**src/rtl/pfb_pkg.sv**
```systemverilog
// pfb_pkg: shared types and constants of the page frame buffer draw engine.
// Used by pfb_front, pfb_cmd_fifo, pfb_back and the top level. No dependencies.

package pfb_pkg;

    // input command codes
    localparam logic [1:0] CMD_FILL = 2'd0;
    localparam logic [1:0] CMD_RECT = 2'd1;
    localparam logic [1:0] CMD_BLIT = 2'd2;
    localparam logic [1:0] CMD_READ = 2'd3;

    // configuration register indexes
    localparam int          CFG_INDEX_W = 4;
    localparam logic [3:0]  REG_COLUMNS = 4'd0;
    localparam logic [3:0]  REG_PAGES   = 4'd1;

    localparam logic [7:0]  COLUMNS_RESET = 8'd128;
    localparam logic [3:0]  PAGES_RESET   = 4'd8;

    // column and page index widths cover the largest supported store
    localparam int COL_IDX_W  = 8;
    localparam int PAGE_IDX_W = 4;

    localparam int FIFO_DEPTH = 2;

    localparam logic [7:0] BYTE_ONES  = 8'hFF;
    localparam logic [7:0] BYTE_ZEROS = 8'h00;

    typedef enum logic [2:0] {
        OP_NOP,
        OP_ERR,
        OP_FILL,
        OP_RECT,
        OP_BLIT,
        OP_READ
    } op_t;

    // classified request handed from front to back
    typedef struct packed {
        op_t                   op;
        logic                  rmw;      // read-modify-write per byte
        logic                  set_or;   // rmw: OR bits in, else clear them
        logic [COL_IDX_W-1:0]  col_first;
        logic [COL_IDX_W-1:0]  col_last;
        logic [PAGE_IDX_W-1:0] page_first;
        logic [PAGE_IDX_W-1:0] page_last;
        logic [2:0]            y_lo;     // row within first page
        logic [2:0]            y_hi;     // row within last page
        logic [7:0]            data;     // fill byte, blit byte or low blit part
        logic [7:0]            data_hi;  // blit spill into next page
    } cmd_t;

endpackage

```
**src/rtl/pfb_front.sv**
```systemverilog
// pfb_front: configuration registers, input acceptance and request classification.
// Depends on pfb_pkg.

module pfb_front #(
    parameter int MAX_COLUMNS = 128,
    parameter int MAX_PAGES   = 8
) (
    input  logic                          aclk,
    input  logic                          aresetn,
    input  logic                          cfg_valid,
    output logic                          cfg_ready,
    input  logic [pfb_pkg::CFG_INDEX_W-1:0] cfg_index,
    input  logic [7:0]                    cfg_data,
    input  logic                          s_valid,
    output logic                          s_ready,
    input  logic [1:0]                    s_command,
    input  logic [6:0]                    s_x_first,
    input  logic [6:0]                    s_x_last,
    input  logic [5:0]                    s_y_first,
    input  logic [5:0]                    s_y_last,
    input  logic                          s_set_bits,
    input  logic [7:0]                    s_data_byte,
    input  logic                          s_invert,
    input  logic                          fifo_full,
    input  logic                          init_busy,
    output logic                          push,
    output pfb_pkg::cmd_t                 push_cmd
);

    logic [7:0]  columns_reg, columns_next;
    logic [3:0]  pages_reg, pages_next;
    logic [8:0]  eff_cols;
    logic [4:0]  eff_pages;
    logic [7:0]  rows;
    logic        x1_ok, x2_ok, y1_ok, y2_ok;
    logic [7:0]  img;
    logic [15:0] img_sh;
    logic [4:0]  next_page;
    pfb_pkg::cmd_t c;

    assign cfg_ready = 1'b1;
    assign s_ready   = !fifo_full && !init_busy;
    assign push      = s_valid && s_ready;
    assign push_cmd  = c;

    always_comb begin
        columns_next = columns_reg;
        pages_next   = pages_reg;
        if (cfg_valid) begin
            if (cfg_index == pfb_pkg::REG_COLUMNS) begin
                columns_next = cfg_data;
            end else if (cfg_index == pfb_pkg::REG_PAGES) begin
                pages_next = cfg_data[3:0];
            end
        end
    end

    always_ff @(posedge aclk) begin
        if (!aresetn) begin
            columns_reg <= pfb_pkg::COLUMNS_RESET;
            pages_reg   <= pfb_pkg::PAGES_RESET;
        end else begin
            columns_reg <= columns_next;
            pages_reg   <= pages_next;
        end
    end

    always_comb begin
        eff_cols  = ({1'b0, columns_reg} > 9'(MAX_COLUMNS)) ? 9'(MAX_COLUMNS)
                                                            : {1'b0, columns_reg};
        eff_pages = ({1'b0, pages_reg} > 5'(MAX_PAGES)) ? 5'(MAX_PAGES) : {1'b0, pages_reg};
        rows      = {eff_pages, 3'b000};
        x1_ok     = {2'b00, s_x_first} < eff_cols;
        x2_ok     = {2'b00, s_x_last} < eff_cols;
        y1_ok     = {2'b00, s_y_first} < rows;
        y2_ok     = {2'b00, s_y_last} < rows;
        img       = s_invert ? ~s_data_byte : s_data_byte;
        img_sh    = {8'h00, img} << s_y_first[2:0];
        next_page = {2'b00, s_y_first[5:3]} + 5'd1;

        c            = '0;
        c.op         = pfb_pkg::OP_NOP;
        c.col_first  = {1'b0, s_x_first};
        c.col_last   = {1'b0, s_x_last};
        c.page_first = {1'b0, s_y_first[5:3]};
        c.page_last  = {1'b0, s_y_last[5:3]};
        c.y_lo       = s_y_first[2:0];
        c.y_hi       = s_y_last[2:0];
        c.set_or     = s_set_bits;

        case (s_command)
            pfb_pkg::CMD_FILL: begin
                if (eff_cols != 9'd0 && eff_pages != 5'd0) begin
                    c.op         = pfb_pkg::OP_FILL;
                    c.col_first  = '0;
                    c.col_last   = 8'(eff_cols - 9'd1);
                    c.page_first = '0;
                    c.page_last  = 4'(eff_pages - 5'd1);
                    c.data       = s_set_bits ? pfb_pkg::BYTE_ONES : pfb_pkg::BYTE_ZEROS;
                end
            end
            pfb_pkg::CMD_RECT: begin
                if (!x1_ok || !x2_ok || !y1_ok || !y2_ok
                        || s_x_first > s_x_last || s_y_first > s_y_last) begin
                    c.op = pfb_pkg::OP_ERR;
                end else begin
                    c.op  = pfb_pkg::OP_RECT;
                    c.rmw = 1'b1;
                end
            end
            pfb_pkg::CMD_BLIT: begin
                c.col_last = {1'b0, s_x_first};
                if (!x1_ok || !y1_ok) begin
                    c.op = pfb_pkg::OP_ERR;
                end else begin
                    c.op        = pfb_pkg::OP_BLIT;
                    c.page_last = {1'b0, s_y_first[5:3]};
                    c.data      = img_sh[7:0];
                    c.data_hi   = img_sh[15:8];
                    if (s_y_first[2:0] != 3'd0) begin
                        // unaligned: OR the two parts, spill dropped past last page
                        c.rmw    = 1'b1;
                        c.set_or = 1'b1;
                        if (next_page < eff_pages) begin
                            c.page_last = next_page[3:0];
                        end
                    end
                end
            end
            pfb_pkg::CMD_READ: begin
                c.col_last  = {1'b0, s_x_first};
                c.page_last = {1'b0, s_y_first[5:3]};
                c.op        = (!x1_ok || !y1_ok) ? pfb_pkg::OP_ERR : pfb_pkg::OP_READ;
            end
            default: begin
                c.op = pfb_pkg::OP_ERR;
            end
        endcase
    end

endmodule

```
**config.mk**
```make
export PLATFORM = sky130hd
export DESIGN_NAME = pfb_front
export DESIGN_NICKNAME = d
export VERILOG_FILES = /design/src/rtl/pfb_pkg.sv /design/src/rtl/pfb_front.sv
export SDC_FILE = /design/constraint.sdc
export NUM_CORES = 1
export LEC_CHECK = 0
export BUFFER_PORTS_ARGS = -buffer_cell sky130_fd_sc_hd__buf_4
export CORE_MARGIN = 2
export CORE_UTILIZATION = 40
export CTS_BUF_LIST = sky130_fd_sc_hd__clkbuf_4 sky130_fd_sc_hd__clkbuf_8
export CTS_CLUSTER_DIAMETER = 80
export CTS_CLUSTER_SIZE = 25
export DETAILED_ROUTE_END_ITERATION = 12
export GPL_TIMING_DRIVEN = 0
export PLACE_DENSITY_LB_ADDON = 0.3
export REMOVE_ABC_BUFFERS = 1
export SYNTH_ARGS = -nofsm -noshare
export SYNTH_HDL_FRONTEND = slang
export SYNTH_SLANG_ARGS = --single-unit
```
**constraint.sdc**
```tcl
create_clock -name aclk -period 3.4 [get_ports aclk]
set_input_delay 0.17 -clock aclk [delete_from_list [all_inputs] [get_ports aclk]]
set_output_delay 0.17 -clock aclk [all_outputs]
set_load 0.1 [all_outputs]
```
==> flow_metrics.env, run 1 <==
export IMPL_run_status="completed"
export IMPL_antenna_cells=0
export IMPL_syn2layout_area_growth_pct=31.14
export IMPL_yosysTopAreaCellShare=0.1883
export IMPL_num_vias=2743
export IMPL_grt_util_all_layers=0.2035
export IMPL_numCtsBuffers=3
export IMPL_postCtsHoldBufs=0
export IMPL_hold_path_class="primary input to register"
export IMPL_r2r_end="columns_reg[7]$_SDFFE_PN1P_"
export IMPL_whs_path_depth=3
export IMPL_die_area_um2=7138
export IMPL_drive_above_1_share=0.2870
export IMPL_synth_edf_count=0
export IMPL_endpoint_kind="primary output"
export IMPL_antenna_found_initial=0
export IMPL_fp_dieW_um=84.49
export IMPL_clock_sinks=12
export IMPL_yosysTopAreaCell="ha_1"
export IMPL_crit_path_max_fanout=19
export IMPL_yosysWarnings=0
export IMPL_path_class="register to primary output"
export IMPL_worstHoldEndpoint="columns_reg[7]$_SDFFE_PN1P_"
export IMPL_cts_tree="built"
export IMPL_p_per_area_nw_per_um2=291.9
export IMPL_slew_headroom=0.5432
export IMPL_vias_per_cell=5.389
export IMPL_dr_pass1_iters=4
export IMPL_wl_per_cell_um=14.20
export IMPL_clk_pin_slew_ps=50
export IMPL_setup_violations=0
export IMPL_hpwl_um=6002
export IMPL_synthArstFlopShare=0
export IMPL_grt_pass1_wl_um=12280
export IMPL_antenna_left=0
export IMPL_fp_dieH_um=84.49
export IMPL_dpl_cell_count=505
export IMPL_drt_iter0_drc=127
export IMPL_ioPinCount=110
export IMPL_timing_rr_start="columns_reg[7]$_SDFFE_PN1P_"
export IMPL_crit_path_start_kind="register"
export IMPL_start_util=0.4104
export IMPL_tns_ps=0
export IMPL_layout_min_cycle_time_ps=3194
export IMPL_synth_seq_area_share=0.09271
export IMPL_grt_max_degree=20
export IMPL_totalWireLength_um=7226
export IMPL_cp_required_ps=3230
export IMPL_tightest_slew_ps=680.1
export IMPL_ys_top_cells_by_count="ha_1, nor2_1, inv_1"
export IMPL_critPathArrivalTime_ps=3020
export IMPL_nFillCells=635
export IMPL_cts_root_buf="clkbuf_8"
export IMPL_hold_viol_final=0
export IMPL_fin_crit_sh=0.9395
export IMPL_stdcell_count=509
export IMPL_num_nets_final=528
export IMPL_core_um2=6314
export IMPL_netlist_area_um2=2591
export IMPL_vdd_drop_max_v=0.0001705
export IMPL_grt_overflow_total=0
export IMPL_largest_reg_flops=8
export IMPL_worst_slack_ps=205.8
export IMPL_reg2reg_depth=2
export IMPL_max_clock_path_buffers=2
export IMPL_max_freq_mhz=313.1
export IMPL_min_delay_start="cfg_data[7]"
export IMPL_grt_pass1_vias=2671
export IMPL_rows=29
export IMPL_synth_ff_type="dfxtp_1"
export IMPL_ys_types=57
export IMPL_clkLatencyLatePin_ps=240
export IMPL_finalWeightedCongestion=0.8521
export IMPL_drc_errors=0
export IMPL_drv_slew=0
export IMPL_htree_num_levels=1
export IMPL_final_util=0.5382
export IMPL_finClkSkew_ps=0
export IMPL_p_leak_nw=1.629
export IMPL_io_buffer_count=105
export IMPL_ff2ff_setup_slack_ps=2650
export IMPL_synth_most_common_cell="ha_1"
export IMPL_syn_area_per_cell_um2=7.533
export IMPL_drv_cap=0
export IMPL_pre_cts_ws_ps=239.6
export IMPL_ys_seq_elements=12
export IMPL_yosys_top_cells_area="ha_1, dfxtp_1, mux2i_1, a21oi_1, nor2_1"
export IMPL_postSynthCellCount=344
## worst max-delay path: stages, from the launching register on
cell and delay, ps:
dfxtp_2 490, nand2b_1 230, ha_1 250, o211ai_1 170, o21ai_1 90, a21oi_1 320, nand3_2 290, or3_1 430
a21oi_1 180, buf_4 320
## kinds of logic (layout without fill, tap and decap cells)
family	after synthesis	count (layout)	synth area share
AND/OR/NAND/NOR	120	120	0.2477
multiplexers	24	24	0.1111
other	2	4	0.002898
AO/OA/AOI/OAI	82	82	0.2081
buffers and inverters	49	135	0.09512
XOR/XNOR	16	16	0.05408
flip-flops	12	12	0.09271
adder cells (fa/ha/maj)	39	39	0.1883
## worst max-delay path by stage
stage,start,cells after the start,to
2_1_floorplan,columns_reg[7]$_SDFFE_PN1P_,7,push_cmd[8]
3_3_place_gp,columns_reg[7]$_SDFFE_PN1P_,10,push_cmd[35]
3_5_place_dp,columns_reg[7]$_SDFFE_PN1P_,9,push_cmd[25]
4_1_cts,columns_reg[0]$_SDFFE_PN0P_,10,push_cmd[35]
5_1_grt,columns_reg[7]$_SDFFE_PN1P_,9,push_cmd[25]
6_report,columns_reg[7]$_SDFFE_PN1P_,9,push_cmd[25]
## timing repair
action / CTS / global route
cloned: 0 / 0
endpoints found under the setup margin: 2 / 12
buffers inserted: 0 / 0
gates resized for setup: 1 / 2
## routing by layer
| layer | wire [um] | vias up | track usage |
|---|---|---|---|
| met5 | 0 | - | 0 |
| met4 | 88 | 0 | 0.05339 |
| met3 | 285 | 8 | 0.009833 |
| met2 | 3465 | 72 | 0.3429 |
| met1 | 3387 | 1258 | 0.2838 |
| li1 | - | 1405 | - |
## cell usage in the layout, fill, tap and decap left out, types with 4 or more instances in the layout
master and n:
nand2_1 21, nand3_1 7, xor2_1 6, and2_1 11, ha_1 39, inv_1 25, nor3_1 6, xnor2_1 10
dfxtp_1 11, a21o_1 4, a21oi_1 23, buf_4 105, clkbuf_8 4, nor2b_1 15, conb_1 4, o21ai_0 13
nand2b_1 10, o22ai_1 7, o31ai_1 7, mux2i_1 19, nor2_1 28, a211oi_1 4
## where the power goes
part	switching, mW	internal (mW)
combinational	0.502	0.191
sequential	0.00276	0.143
clock	0.0512	0.102
## metrics by stage
stage,instance area (um2),power [mW],hold slack (ps)
floorplan,2450,0.6251,231.9
global placement,3334,0.8333,392.3
detailed placement,3334,0.8400,398.4
CTS,3391,0.9979,142.2
global route,3398,1.045,158.4
finish,3398,0.9920,146.3
## cell type report
| cell class | count | area [um2] | area share |
|---|---|---|---|
| Multi-Input combinational cell | 285 | 2120 | 0.6237 |
| Timing Repair Buffer | 105 | 788.3 | 0.2320 |
| Sequential cell | 12 | 241.5 | 0.07106 |
| Inverter | 26 | 97.59 | 0.02872 |
| Tap cell | 77 | 96.34 | 0.02835 |
| Clock buffer | 4 | 55.05 | 0.01620 |
(Power assumes the default switching activity.)
==> run 2: changes to the inputs <==
--- a/config.mk
+++ b/config.mk
@@ -5,6 +5,7 @@
 export SDC_FILE = /design/constraint.sdc
 export NUM_CORES = 1
 export LEC_CHECK = 0
+export ABC_AREA = 1
 export BUFFER_PORTS_ARGS = -buffer_cell sky130_fd_sc_hd__buf_4
 export CORE_MARGIN = 2
 export CORE_UTILIZATION = 40
==> run 2 against run 1 <==
The flow now finishes with violations (design-rule violations). Final area is 3.2% higher. Final cell count is 19% higher. Worst setup slack better by 170 ps. Register-to-register slack worse by 90 ps. Core utilization is 0.80 points higher. Highest routed layer unchanged. Combinational power hardly changed.
==> flow_metrics.env, run 2 <==
export IMPL_run_status="finished with violations"
export IMPL_violations="design-rule violations"
export IMPL_stdcell_count=607
export IMPL_largest_reg_flops=8
export IMPL_layout_common_cells="buf_4, nand2_1, inv_1"
export IMPL_yosysWarnings=0
export IMPL_ioPinCount=110
export IMPL_wl_per_cell_um=12.15
export IMPL_drive_above_1_share=0.2528
export IMPL_synth_most_common_cell="nand2_1"
export IMPL_vdd_drop_max_v=0.0002384
export IMPL_grt_overflow_total=0
export IMPL_fp_dieW_um=85.86
export IMPL_cp_required_ps=3230
export IMPL_setup_violations=0
export IMPL_crit_top_cell="nor2_1"
export IMPL_totalWireLength_um=7375
export IMPL_slew_headroom=0.6230
export IMPL_rsz0062_at_grt="false"
export IMPL_core_um2=6422
export IMPL_grt_pass1_vias=2684
export IMPL_ys_top_cells_by_count="nand2_1, inv_1, ha_1"
export IMPL_ys_seq_elements=12
export IMPL_drv_cap=0
export IMPL_final_cell_area_um2=3508
export IMPL_fin_crit_sh=0.8881
export IMPL_drt_iter0_drc=119
export IMPL_fp_dieH_um=85.86
export IMPL_grt_pass1_wl_um=12080
export IMPL_critPathTopFamily="simple AND/OR/NAND/NOR gates"
export IMPL_hold_viol_final=0
export IMPL_synthArstFlopShare=0
export IMPL_nFillCells=655
export IMPL_dr_pass1_iters=10
export IMPL_grt_max_degree=16
export IMPL_yosysTopAreaCell="ha_1"
export IMPL_netlist_area_um2=2680
export IMPL_syn2layout_area_growth_pct=30.91
export IMPL_drc_errors=11
export IMPL_antenna_cells=0
export IMPL_layout_min_cycle_time_ps=3020
export IMPL_yosys_top_cells_area="ha_1, nand2_1, dfxtp_1, inv_1, o21ai_0"
export IMPL_tightest_slew_ps=565.5
export IMPL_ff2ff_setup_slack_ps=2560
export IMPL_final_util=0.5463
export IMPL_numCtsBuffers=3
export IMPL_p_leak_nw=1.913
export IMPL_syn_area_per_cell_um2=6.147
export IMPL_p_per_area_nw_per_um2=284.1
export IMPL_io_buffer_count=105
export IMPL_finalWeightedCongestion=0.9240
export IMPL_htree_num_levels=1
export IMPL_cp_num_buf_inv=2
export IMPL_final_common_cell="buf_4"
export IMPL_critPathSlowestCell="nor2_1"
export IMPL_synth_seq_area_share=0.08964
export IMPL_endpoint_kind="primary output"
export IMPL_num_nets_final=626
export IMPL_ctsResizeCount=0
export IMPL_hold_ws_ps=158.1
export IMPL_critPathArrivalTime_ps=2850
export IMPL_clk_pin_slew_ps=60
export IMPL_yosysTopAreaCellShare=0.1821
export IMPL_grt_util_all_layers=0.1940
export IMPL_synth_ff_type="dfxtp_1"
export IMPL_ys_types=42
export IMPL_clkLatencyLatePin_ps=240
export IMPL_postCtsSetupBuffers=0
export IMPL_num_vias=3087
export IMPL_hpwl_um=6184
export IMPL_rows=29
export IMPL_max_stage_delay_ps=380
export IMPL_drv_slew=0
export IMPL_crit_path_start_kind="register"
export IMPL_vias_per_cell=5.086
export IMPL_postSynthCellCount=436
export IMPL_max_freq_mhz=331.2
export IMPL_die_area_um2=7371
export IMPL_crit_path_max_fanout=5
export IMPL_dpl_cell_count=603
export IMPL_path_class="register to primary output"
export IMPL_place_area_um2=3453
export IMPL_antenna_left=0
export IMPL_antenna_found_initial=0
export IMPL_synth_edf_count=0
export IMPL_finClkSkew_ps=0
export IMPL_start_util=0.4173
export IMPL_clock_sinks=12
export IMPL_postCtsHoldBufs=0
export IMPL_cts_tree="built"
export IMPL_critical_path_cell_chain="nor2_1 > inv_1 > ha_1 > a21oi_1 > nand2_1 > a21oi_2 > nand3_1 > a21oi_1 > nor2_1 > nor2_1 > buf_4"
export IMPL_cts_root_buf="clkbuf_8"
export IMPL_max_clock_path_buffers=2
export IMPL_hold_path_class="primary input to register"
-- run 2: cell types whose count changed in the layout (fill, tap and decap cells not counted), sizes merged, moves of 7 or more --
cell    previous run  this run
nand2b            10         0
o31ai              7         0
mux2i             19         3
nand3              8        24
nand2             21       113
nor2b             15         0
o21ai             15        44
a21oi             23        32
inv               26        62
and2              11         1
-- run 2: tightest hold or removal path, cell delays in order --
cell      delay (ps)
buf_4             80
nand2_1           40
o211ai_1          60
-- run 2: cells by family (layout without fill, tap and decap cells) --
family / after synthesis / after routing / share of synthesized area
compound gates: 93 / 93 / 0.1979
xor+xnor: 15 / 15 / 0.04902
fa+ha+maj: 39 / 39 / 0.1821
buf+inv: 82 / 174 / 0.1363
flops: 12 / 12 / 0.08964
mux: 3 / 3 / 0.01120
other cells: 2 / 4 / 0.002802
simple gates: 190 / 190 / 0.3310
-- run 2: layer usage --
| metal | share of wire | vias to the layer above | global-route usage |
|---|---|---|---|
| li1 | - | 1610 | - |
| met5 | 0 | - | 0 |
| met3 | 0.066 | 8 | 0.01155 |
| met1 | 0.46 | 1367 | 0.2636 |
| met4 | 0.012 | 0 | 0.03463 |
| met2 | 0.46 | 102 | 0.3416 |
-- run 2: final timing paths --
kind | from | end | cells after the start
worst max-delay path | columns_reg[7]$_SDFFE_PN1P_ | push_cmd[24] | 11
worst min-delay path | cfg_data[3] | pages_reg[3]$_SDFFE_PN1P_ | 3
worst max register to register | pages_reg[3]$_SDFFE_PN1P_ | pages_reg[3]$_SDFFE_PN1P_ | 2
worst min register to register | columns_reg[3]$_SDFFE_PN0P_ | columns_reg[3]$_SDFFE_PN0P_ | 2
-- run 2: where the power goes --
part	switching [mW]	internal, mW	total (mW)
Sequential	0.00197	0.143	0.145
Clock	0.0536	0.102	0.156
Combinational	0.517	0.178	0.695
Total	0.573	0.424	0.997
-- run 2: area by class of cell --
class,count,area [um2],area share
clock buffer,4,55.05,0.01569
inverter,65,246.5,0.07026
multi-input combinational,344,2082,0.5934
sequential,12,240.2,0.06847
tap,77,96.34,0.02746
timing repair buffer,105,788.3,0.2247
-- run 2: per-stage QoR --
stage                     TNS (ps)  setup WS [ps]  total power, mW
after floorplan              -3138         -564.2           0.6344
after CTS                        0          386.6           0.9963
after global placement           0          654.0           0.8370
after global routing             0          138.4            1.049
after detailed placement         0          632.0           0.8421
final                            0          380.4           0.9966
