--- src/rtl/pfb_pkg.sv ---
// pfb_pkg: shared types and constants of the page frame buffer draw engine.
// Used by pfb_front, pfb_cmd_fifo, pfb_back and the top level. No dependencies.

package pfb_pkg;

    // input command codes
    localparam logic [1:0] CMD_FILL = 2'd0;
    localparam logic [1:0] CMD_RECT = 2'd1;
    localparam logic [1:0] CMD_BLIT = 2'd2;
    localparam logic [1:0] CMD_READ = 2'd3;

    // configuration register indexes
    localparam int          CFG_INDEX_W = 4;
    localparam logic [3:0]  REG_COLUMNS = 4'd0;
    localparam logic [3:0]  REG_PAGES   = 4'd1;

    localparam logic [7:0]  COLUMNS_RESET = 8'd128;
    localparam logic [3:0]  PAGES_RESET   = 4'd8;

    // column and page index widths cover the largest supported store
    localparam int COL_IDX_W  = 8;
    localparam int PAGE_IDX_W = 4;

    localparam int FIFO_DEPTH = 2;

    localparam logic [7:0] BYTE_ONES  = 8'hFF;
    localparam logic [7:0] BYTE_ZEROS = 8'h00;

    typedef enum logic [2:0] {
        OP_NOP,
        OP_ERR,
        OP_FILL,
        OP_RECT,
        OP_BLIT,
        OP_READ
    } op_t;

    // classified request handed from front to back
    typedef struct packed {
        op_t                   op;
        logic                  rmw;      // read-modify-write per byte
        logic                  set_or;   // rmw: OR bits in, else clear them
        logic [COL_IDX_W-1:0]  col_first;
        logic [COL_IDX_W-1:0]  col_last;
        logic [PAGE_IDX_W-1:0] page_first;
        logic [PAGE_IDX_W-1:0] page_last;
        logic [2:0]            y_lo;     // row within first page
        logic [2:0]            y_hi;     // row within last page
        logic [7:0]            data;     // fill byte, blit byte or low blit part
        logic [7:0]            data_hi;  // blit spill into next page
    } cmd_t;

endpackage

--- src/rtl/pfb_cmd_fifo.sv ---
// pfb_cmd_fifo: short queue of classified requests between front and back.
// Depends on pfb_pkg.

module pfb_cmd_fifo (
    input  logic          aclk,
    input  logic          aresetn,
    input  logic          push,
    input  pfb_pkg::cmd_t push_cmd,
    output logic          full,
    input  logic          pop,
    output logic          valid,
    output pfb_pkg::cmd_t head
);

    localparam int PTR_W = $clog2(pfb_pkg::FIFO_DEPTH);
    localparam int CNT_W = $clog2(pfb_pkg::FIFO_DEPTH + 1);

    pfb_pkg::cmd_t entry_reg [pfb_pkg::FIFO_DEPTH];
    logic [PTR_W-1:0] wr_ptr_reg, wr_ptr_next;
    logic [PTR_W-1:0] rd_ptr_reg, rd_ptr_next;
    logic [CNT_W-1:0] count_reg, count_next;
    logic             do_push, do_pop;

    assign full    = count_reg == CNT_W'(pfb_pkg::FIFO_DEPTH);
    assign valid   = count_reg != '0;
    assign head    = entry_reg[rd_ptr_reg];
    assign do_push = push && !full;
    assign do_pop  = pop && valid;

    function automatic logic [PTR_W-1:0] ptr_inc(input logic [PTR_W-1:0] p);
        ptr_inc = (p == PTR_W'(pfb_pkg::FIFO_DEPTH - 1)) ? '0 : p + PTR_W'(1);
    endfunction

    always_comb begin
        wr_ptr_next = do_push ? ptr_inc(wr_ptr_reg) : wr_ptr_reg;
        rd_ptr_next = do_pop ? ptr_inc(rd_ptr_reg) : rd_ptr_reg;
        count_next  = count_reg;
        if (do_push && !do_pop) begin
            count_next = count_reg + CNT_W'(1);
        end else if (do_pop && !do_push) begin
            count_next = count_reg - CNT_W'(1);
        end
    end

    always_ff @(posedge aclk) begin
        if (!aresetn) begin
            wr_ptr_reg <= '0;
            rd_ptr_reg <= '0;
            count_reg  <= '0;
        end else begin
            wr_ptr_reg <= wr_ptr_next;
            rd_ptr_reg <= rd_ptr_next;
            count_reg  <= count_next;
        end
    end

    always_ff @(posedge aclk) begin
        if (do_push) begin
            entry_reg[wr_ptr_reg] <= push_cmd;
        end
    end

endmodule

--- config.mk ---
export PLATFORM = sky130hd
export DESIGN_NAME = pfb_cmd_fifo
export DESIGN_NICKNAME = d
export VERILOG_FILES = /design/src/rtl/pfb_pkg.sv /design/src/rtl/pfb_cmd_fifo.sv
export SDC_FILE = /design/constraint.sdc
export NUM_CORES = 1
export LEC_CHECK = 0
export BUFFER_PORTS_ARGS = -buffer_cell sky130_fd_sc_hd__buf_2
export CORE_MARGIN = 2
export CORE_UTILIZATION = 40
export DETAILED_ROUTE_END_ITERATION = 12
export GPL_TIMING_DRIVEN = 1
export SLEW_MARGIN = 20
export SYNTH_ARGS = -nofsm -noshare
export SYNTH_HDL_FRONTEND = slang
export SYNTH_SLANG_ARGS = --single-unit
--- constraint.sdc ---
create_clock -name aclk -period 9.23 [get_ports aclk]
set_input_delay 1.846 -clock aclk [delete_from_list [all_inputs] [get_ports aclk]]
set_output_delay 1.846 -clock aclk [all_outputs]
set_load 0.01 [all_outputs]
==> results.tsv, run 1 <==
metric	value	unit
CTS Sinks	107	
Initial DRC Count	67	
max-cap violations	0	
die width	102.8	µm
WP data required	7380	ps
post-placement cell count	421	
Post-Syn Nets	240	
GRT Util Overall	0.1185	
Crit path arrival time	2040	ps
first-pass GRT wire length	9128	µm
Final GP Congestion	0.6764	
outcome	finished, final reports clean	
Post-CTS Setup Repair Bufs	0	
Port-buffer cells	107	
Seq/Total Area, Yosys	0.8103	
WL final	6268	µm
RSZ-0062 raised after global routing	no	
most frequent cells in the layout	107 x buf_2, 102 x edfxtp_1, 51 x mux2_2, 9 x clkbuf_8, 4 x dfxtp_1	
Die Ht	102.8	µm
Clock power frac	0.219	
Design Power	1.224	mW
NetSw	0.3356	mW
DR vias/cell	4.555	
CTS tree	built	
root buffer cell	clkbuf_8	
Post-Synthesis Cells	184	
Leakage	1.773	nW
Fill cells	861	
Setup TNS	0	ps
Yosys reg bits	107	
skew final	8.804	ps
DR pass1 iterations	4	
drt drc	0	
sw frac	0.2742	
Fmax	257.3	MHz
hold buffers post-CTS	0	
relative slew slack	0.4746	
Hold WC Path Type	flip-flop to flip-flop	
Final HPWL DP	4068	µm
Flop pwr share	0.522	
Clock Pin Slew Worst Setup and Hold Paths	90	ps
Warnings, synthesis	0	
CTS HTree Levels	3	
commonest non-fill, non-tap cell in the layout	buf_2	
crit path kind	flip-flop to output port	
Worst-Skew Late Latency	350	ps
Initial Util	0.4050	
Max Slew Vio Count	0	
Logic pwr share	0.258	
Num CTS Buffers	9	
number of distinct library cells after synthesis	21	
syn avg cell area	21.22	µm²
initial antenna violation count	1	
max reg flops	102	
Area Growth Syn to Fin	22.69	%
pin count of the biggest net entering global routing	37	
vias in the first global route	1891	
Cell Area, Synth	3904	µm²
GR Overflow Total	0	
Layout Cells excl Fill	436	
core box area	9639	µm²
num ports	108	
CP startpoint kind	flip-flop	
Clock Tree Buf Depth	2	
via count	1986	
number of setup violations in the final report	0	
Ant. Diodes	0	
CTS resizes	0	
final hold slack	541.7	ps
worst-path fanout max	31	
share of cells above drive strength 1	0.5908	
Worst Max-Slew Pin Slew	785.5	ps
wire per inst	14.38	µm
clock period minus worst slack	3886	ps
pwr/cell area	255.6	nW/µm²
Fin. Hold Viols	0	
maximum VDD drop	0.0001008	V
Critical Path Sink Type	output port	
Final Cycle Share	0.4210	
row count	36	
Pint	0.8885	mW
Die ar.	10570	µm²
Layout Nets	355	
Final ANT Viol Nets	0	
[synth_stat cells]
library cell  number  area, µm²
a21boi_0           1      7.510
dfxtp_1            5      100.1
mux2_2            51      574.3
o21ai_0            1      5.000
and2_1             3      18.77
or3_1              1      6.260
ha_1               1      12.51
nand2b_1           1      6.260
a21boi_1           1      7.510
nor3_2             1      10.01
xor2_1             1      8.760
o21a_1             1      7.510
o21ai_1            1      5.000
inv_2              1      3.750
and3_1             1      6.260
nor2_1             1      3.750
xnor2_1            2      17.52
buf_2              6      30.03
inv_1              1      3.750
or2_2              1      6.260
edfxtp_1         102       3063
[cells by family (layout without fill, tap and decap cells)]
group	Yosys count	in the layout	synth area share
adder cells (fa/ha/maj)	1	1	0.003205
AND/OR/NAND/NOR	9	9	0.01475
buffers and inverters	8	127	0.009614
flip-flops	107	107	0.8103
XOR/XNOR	3	3	0.006732
multiplexers	51	51	0.1471
AO/OA/AOI/OAI	5	5	0.008333
[cell type report]
class                           instances  area [µm²]  area share
Clock buffer                           10       127.6     0.02665
Clock inverter                          5       55.05     0.01149
Inverter                                2       7.507    0.001567
Multi-Input combinational cell         69       710.7      0.1484
Sequential cell                       107        3164      0.6607
Tap cell                              133       166.4     0.03474
Timing Repair Buffer                  110       558.0      0.1165
[worst max-delay path: stages (launching register included)]
cell     delay, ps
dfxtp_2        660
buf_4          490
mux2_2         400
buf_2          140
[path summary, 6_finish.rpt]
check                                  start          endpoint  slack, ps  cells after the start
worst max-delay path               flip-flop          head[18]       5340                      3
worst min-delay path            count_reg[1]      count_reg[1]        540                      2
worst max register to register  count_reg[0]  entry_reg[0][21]       7020                      4
worst min register to register  count_reg[1]      count_reg[1]        540                      2
[layer usage]
layer | up-vias | part of all wire | track usage
li1 | 944 | - | -
met2 | 60 | 0.49 | 0.1895
met3 | 6 | 0.064 | 0.05220
met5 | - | 0.0021 | 0
met1 | 974 | 0.43 | 0.1450
met4 | 2 | 0.0089 | 0.03947
[through the flow]
stage / util / cell area [µm²] / setup WS [ps]
final: 0.4969 / 4790 / 5344
after floorplan: - / 3904 / 4836
after detailed placement: 0.4779 / 4607 / 5569
after CTS: 0.4969 / 4790 / 5246
after global routing: 0.4969 / 4790 / 5202
after global placement: 0.4779 / 4607 / 5578
[power by group through the flow]
stage	sequential (mW)	combinational, mW	clock, mW
final	0.639	0.316	0.269
after detailed placement	0.652	0.323	0
after global routing	0.648	0.346	0.299
after CTS	0.641	0.325	0.279
after global placement	0.650	0.321	0
after floorplan	0.636	0.217	0
No activity file was read; power rests on OpenSTA's default activity.
==> inputs of run 2 (changes only) <==
--- a/config.mk
+++ b/config.mk
@@ -5,11 +5,13 @@
 export SDC_FILE = /design/constraint.sdc
 export NUM_CORES = 1
 export LEC_CHECK = 0
+export ABC_AREA = 1
 export BUFFER_PORTS_ARGS = -buffer_cell sky130_fd_sc_hd__buf_2
 export CORE_MARGIN = 2
 export CORE_UTILIZATION = 40
 export DETAILED_ROUTE_END_ITERATION = 12
 export GPL_TIMING_DRIVEN = 1
+export PLACE_DENSITY = 0.66
 export SLEW_MARGIN = 20
 export SYNTH_ARGS = -nofsm -noshare
 export SYNTH_HDL_FRONTEND = slang
==> constraint.sdc (replaced) <==
create_clock -name aclk -period 3.3 [get_ports aclk]
set_input_delay 0.66 -clock aclk [delete_from_list [all_inputs] [get_ports aclk]]
set_output_delay 0.66 -clock aclk [all_outputs]
set_load 0.01 [all_outputs]
==> results.tsv, run 2 <==
metric	value	unit	change
outcome	finished, final reports clean		
row count	37		+2.8%
DR pass1 iterations	4		unchanged
Hold WC Path Type	primary input to flip-flop		
Layout Nets	368		+3.7%
via count	2034		+2.4%
Area Growth Syn to Fin	19.72	%	
Fmax	408.6	MHz	
pwr/cell area	684.8	nW/µm²	+170%
CTS HTree Levels	3		unchanged
ys flop type	edfxtp_1		
CP startpoint kind	flip-flop		
initial antenna violation count	0		-1
skew final	13.67	ps	+4.868 ps
Ant. Diodes	0		unchanged
worst-path fanout max	29		-6.5%
core box area	10230	µm²	+6.1%
share of cells above drive strength 1	0.5683		-0.02251
vias in the first global route	2011		+6.3%
Post-CTS Setup Repair Bufs	0		unchanged
DR vias/cell	4.510		-0.99%
Pint	2.475	mW	+180%
GRT Util Overall	0.1158		-0.002615
Initial Util	0.4087		+0.003723
Clock power frac	0.195		-0.024
Final HPWL DP	4505	µm	+11%
syn avg cell area	21.33	µm²	+0.56%
Initial DRC Count	59		-12%
Seq/Total Area, Yosys	0.7564		-0.05382
number of setup violations in the final report	0		unchanged
Worst Max-Slew Pin Slew	642.6	ps	-143.0 ps
commonest non-fill, non-tap cell in the layout	buf_2		
Layout Cells excl Fill	451		+3.4%
num ports	108		unchanged
maximum VDD drop	0.0003003	V	+200%
relative slew slack	0.5706		+0.09600
post-placement cell count	437		+3.8%
Synth top cells by count	102 x edfxtp_1, 50 x mux2_4, 9 x nor2_1, 8 x inv_1, 7 x nand2_1		
Critical Path Sink Type	output port		
crit path kind	flip-flop to output port		
max-cap violations	0		unchanged
Synth async-reset ratio	0		unchanged
most frequent cells in the layout	107 x buf_2, 102 x edfxtp_1, 50 x mux2_4, 9 x clkbuf_8, 8 x inv_1		
GR Overflow Total	0		unchanged
Yosys reg bits	107		unchanged
number of distinct library cells after synthesis	16		-24%
Port-buffer cells	107		unchanged
crit-path max cell delay	650	ps	about the same
Warnings, synthesis	0		unchanged
pin count of the biggest net entering global routing	33		-11%
CP Buf/Inv Count	2		unchanged
CP Cell Sequence	buf_12 -> mux2_4 -> buf_2		
Leakage	1.973	nW	+11%
Flop pwr share	0.529		+0.007
Synth top area share	0.7325		-0.05212
Post-Synthesis Cells	196		+6.5%
drt drc	0		unchanged
Cell Area, Synth	4182	µm²	+7.1%
first-pass GRT wire length	9791	µm	+7.3%
Slowest cell on crit path	dfxtp_4		
Max Slew Vio Count	0		unchanged
Final GP Congestion	0.6561		-3.0%
Crit path max-delay family	flip-flops		
Logic pwr share	0.276		+0.018
CTS Sinks	107		unchanged
sw frac	0.2780		+0.003832
die width	106.2	µm	+3.4%
placed cell area	4850	µm²	+5.3%
CTS tree	built		
Num CTS Buffers	9		unchanged
Clock Tree Buf Depth	2		unchanged
largest area contributor in the netlist	edfxtp_1		
Final ANT Viol Nets	0		unchanged
Final Cycle Share	0.7417		
Fill cells	880		+2.2%
WL final	6663	µm	+6.3%
Fin. Hold Viols	0		unchanged
Crit path arrival time	1790	ps	-250 ps
Design Power	3.428	mW	+180%
CTS resizes	0		unchanged
most numerous cell in the Yosys netlist	edfxtp_1		
Post-synth EDFFs	102		unchanged
WP data required	2640	ps	-4740 ps
Die Ht	106.2	µm	+3.4%
Core Util, Final	0.4893		-0.007586
hold buffers post-CTS	0		unchanged
clock period minus worst slack	2448	ps	
fin area	5006	µm²	+4.5%
Post-Syn Nets	252		+5.0%
root buffer cell	clkbuf_8		
wire per inst	14.77	µm	+2.8%
NetSw	0.9531	mW	+180%
Die ar.	11290	µm²	+6.8%
max reg flops	102		unchanged
Area contributors post-synth	edfxtp_1 73%, mux2_4 18%, buf_12 2.4%		
RSZ-0062 raised after global routing	no		
Clock Pin Slew Worst Setup and Hold Paths	100	ps	about the same
Worst-Skew Late Latency	350	ps	about the same
run 2: cell count changes after synthesis, sizes merged, moves of 2 or more:
| cell | before | now |
|---|---|---|
| a21boi | 2 | 0 |
| and2 | 3 | 0 |
| inv | 2 | 8 |
| nand2 | 0 | 7 |
| nor2 | 1 | 9 |
| xnor2 | 2 | 0 |
run 2: path summary, 6_finish.rpt:
| check | slack (ps) | cells after the start | end | startpoint |
|---|---|---|---|---|
| hold reg to reg | 520 | 2 | flip-flop | rd_ptr_reg |
| setup reg to reg | 1540 | 4 | entry_reg[0][50] | count_reg[1] |
| setup / recovery | 850 | 3 | head[16] | flip-flop |
| hold / removal | 490 | 1 | entry_reg[0][30] | push_cmd[30] |
run 2: power by group through the flow:
stage	registers [mW]	clock network [mW]	logic (mW)
after detailed placement	1.85	0	0.960
final	1.82	0.668	0.945
after CTS	1.82	0.698	0.963
after global placement	1.84	0	0.944
after floorplan	1.80	0	0.737
after global routing	1.84	0.753	1.01
run 2: worst register-to-register path, delay by kind of cell (launching register included):
| kind | cells | cell delay, ps |
|---|---|---|
| simple gates | 1 | 520 |
| buf+inv | 2 | 440 |
| flops | 1 | 340 |
| compound gates | 1 | 130 |
run 2: layout make-up:
class / count / area, µm² / share of cell area
Clock buffer: 9 / 123.9 / 0.02474
Clock inverter: 5 / 32.53 / 0.006498
Inverter: 8 / 30.03 / 0.005999
Multi-Input combinational cell: 75 / 892.1 / 0.1782
Sequential cell: 107 / 3167 / 0.6326
Tap cell: 136 / 170.2 / 0.03399
Timing Repair Buffer: 111 / 590.6 / 0.1180
run 2: metal layers:
layer	routed length (µm)	share of wire	vias to the layer above	track usage
met5	0	0	-	0
met4	29	0.0044	0	0.03947
met3	341	0.051	4	0.03372
met2	3452	0.52	66	0.2010
met1	2839	0.43	989	0.1377
li1	-	-	975	-
run 2: kinds of logic (layout without fill, tap and decap cells):
group                      count (synthesis)  after routing  share of synthesized area
AOI/OAI and AO/OA                          5              5                   0.007481
adders and majority gates                  1              1                   0.002992
buffers and inverters                     14            133                    0.03381
DFF                                      107            107                     0.7564
muxes                                     51             51                     0.1822
and+or+nand+nor                           18             18                    0.01706
run 2: metrics by stage:
stage	setup TNS [ps]	setup WS (ps)	hold WS, ps
floorplan	-2593	-25.43	466.9
global placement	0	1210	480.5
detailed placement	0	1196	500.2
CTS	0	799.6	464.4
global route	0	752.2	459.7
finish	0	852.4	493.3
==> inputs of run 3 (changes only) <==
==> constraint.sdc (replaced) <==
create_clock -name aclk -period 2.1 [get_ports aclk]
set_input_delay 0.42 -clock aclk [delete_from_list [all_inputs] [get_ports aclk]]
set_output_delay 0.42 -clock aclk [all_outputs]
set_load 0.01 [all_outputs]
==> results.tsv, run 3 (synthesis gave the netlist of run 2 again) <==
metric	value	unit	change
share of cells above drive strength 1	0.5879		+0.01962
DR pass1 iterations	5		+1
max reg flops	102		unchanged
WP data required	1680	ps	-960 ps
Hold WC Path Type	primary input to flip-flop		
Initial DRC Count	79		+34%
Layout Nets	381		+3.5%
most frequent cells in the layout	107 x buf_2, 102 x edfxtp_1, 50 x mux2_4, 12 x buf_4, 9 x clkbuf_8		
Die ar.	11290	µm²	unchanged
Die Ht	106.2	µm	unchanged
CTS HTree Levels	3		unchanged
worst-path fanout max	15		-48%
Final GP Congestion	0.7035		+7.2%
fin area	5225	µm²	+4.4%
reg-to-reg endpoint	count_reg[1]		
Crit path arrival time	1520	ps	-270 ps
Num CTS Buffers	9		unchanged
Clock Tree Buf Depth	2		unchanged
Worst-Skew Late Latency	360	ps	about the same
Setup TNS	0	ps	unchanged
initial antenna violation count	0		unchanged
num ports	108		unchanged
Design Power	5.917	mW	+73%
relative slew slack	0.7817		+0.2111
first-pass GRT wire length	10090	µm	+3.0%
pre-CTS setup slack	435.1	ps	-760.5 ps
clock period minus worst slack	1940	ps	
core box area	10230	µm²	unchanged
root buffer cell	clkbuf_8		
crit path capture	head[23]		
outcome	finished, final reports clean		
CP startpoint kind	flip-flop		
Ant. Diodes	0		unchanged
Initial Util	0.4087		unchanged
skew final	6.216	ps	-7.456 ps
post-placement cell count	440		+0.69%
Layout Cells excl Fill	466		+3.3%
pwr/cell area	1132	nW/µm²	+65%
worst setup margin	160.2	ps	-692.2 ps
wire per inst	14.06	µm	-4.8%
WL final	6551	µm	-1.7%
worst hold path cell count	1		unchanged
Clock Pin Slew Worst Setup and Hold Paths	100	ps	about the same
via count	2084		+2.5%
GRT Util Overall	0.1207		+0.004809
hold buffers post-CTS	0		unchanged
Port-buffer cells	107		unchanged
drt drc	0		unchanged
placed cell area	4910	µm²	+1.2%
Area Growth Syn to Fin	24.96	%	
CTS tree	built		
crit path kind	flip-flop to output port		
Post-CTS Setup Repair Bufs	0		unchanged
R2R Setup Slk	520	ps	-1020 ps
GR Overflow Total	0		unchanged
Fill cells	842		-4.3%
CTS Sinks	107		unchanged
Max Slew Vio Count	0		unchanged
Core Util, Final	0.5107		+0.02140
final hold slack	239.5	ps	-253.7 ps
Worst Max-Slew Pin Slew	327.4	ps	-315.2 ps
pin count of the biggest net entering global routing	32		-3.0%
maximum VDD drop	0.0004632	V	+54%
RSZ-0062 raised after global routing	no		
R2R cell count	9		+5
Final ANT Viol Nets	0		unchanged
row count	37		unchanged
vias in the first global route	2084		+3.6%
worst r2r src	count_reg[1]		
max-cap violations	0		unchanged
Fin. Hold Viols	0		unchanged
commonest non-fill, non-tap cell in the layout	buf_2		
DR vias/cell	4.472		-0.84%
CTS resizes	0		unchanged
Final HPWL DP	4433	µm	-1.6%
die width	106.2	µm	unchanged
Final Cycle Share	0.9237		
Critical Path Sink Type	output port		
Leakage	2.097	nW	+6.3%
number of setup violations in the final report	0		unchanged
Fmax	515.5	MHz	
run 3: changes by cell type in the layout (fill, tap and decap cells not counted):
cell | before | now
bufinv_16 | 0 | 3
inv_6 | 0 | 1
buf_12 | 2 | 5
clkbuf_1 | 0 | 1
buf_4 | 2 | 12
clkinvlp_4 | 2 | 0
clkinv_1 | 1 | 0
run 3: worst min path at each step:
stage                       from               end  slack (ps)
CTS                 push_cmd[14]  entry_reg[0][14]         210
finish              push_cmd[14]  entry_reg[0][14]         240
global route        push_cmd[15]  entry_reg[1][15]         220
floorplan             rd_ptr_reg         flip-flop         470
detailed placement    rd_ptr_reg         flip-flop         480
global placement      rd_ptr_reg        rd_ptr_reg         480
run 3: area by class of cell:
cell class              instances  area [µm²]  share of cell area
well taps                     136       170.2             0.03257
clock inverters                 6       112.6             0.02155
multi-input cells              75       892.1              0.1707
inverters                       8       30.03            0.005747
repair buffers                124       725.7              0.1389
flip-flops and latches        107        3167              0.6061
clock buffers                  10       127.6             0.02443
run 3: critical path, stage by stage (launching register included):
cell     delay [ps]
dfxtp_4         490
buf_12          210
mux2_4          310
buf_2           140
run 3: metal layers:
layer  track usage  vias to the layer above  wire length, µm
met5             0                        -                0
met4       0.06485                        0              119
met3       0.03617                        9              468
met2        0.1992                       69             3264
met1        0.1415                     1000             2699
li1              -                     1006                -
run 3: power by group:
part / switching, mW / internal (mW) / total [mW] / leakage (nW)
sequential: 0.117 / 2.70 / 2.81 / 0.993
combinational: 0.764 / 0.894 / 1.66 / 0.982
clock: 0.650 / 0.796 / 1.45 / 0.121
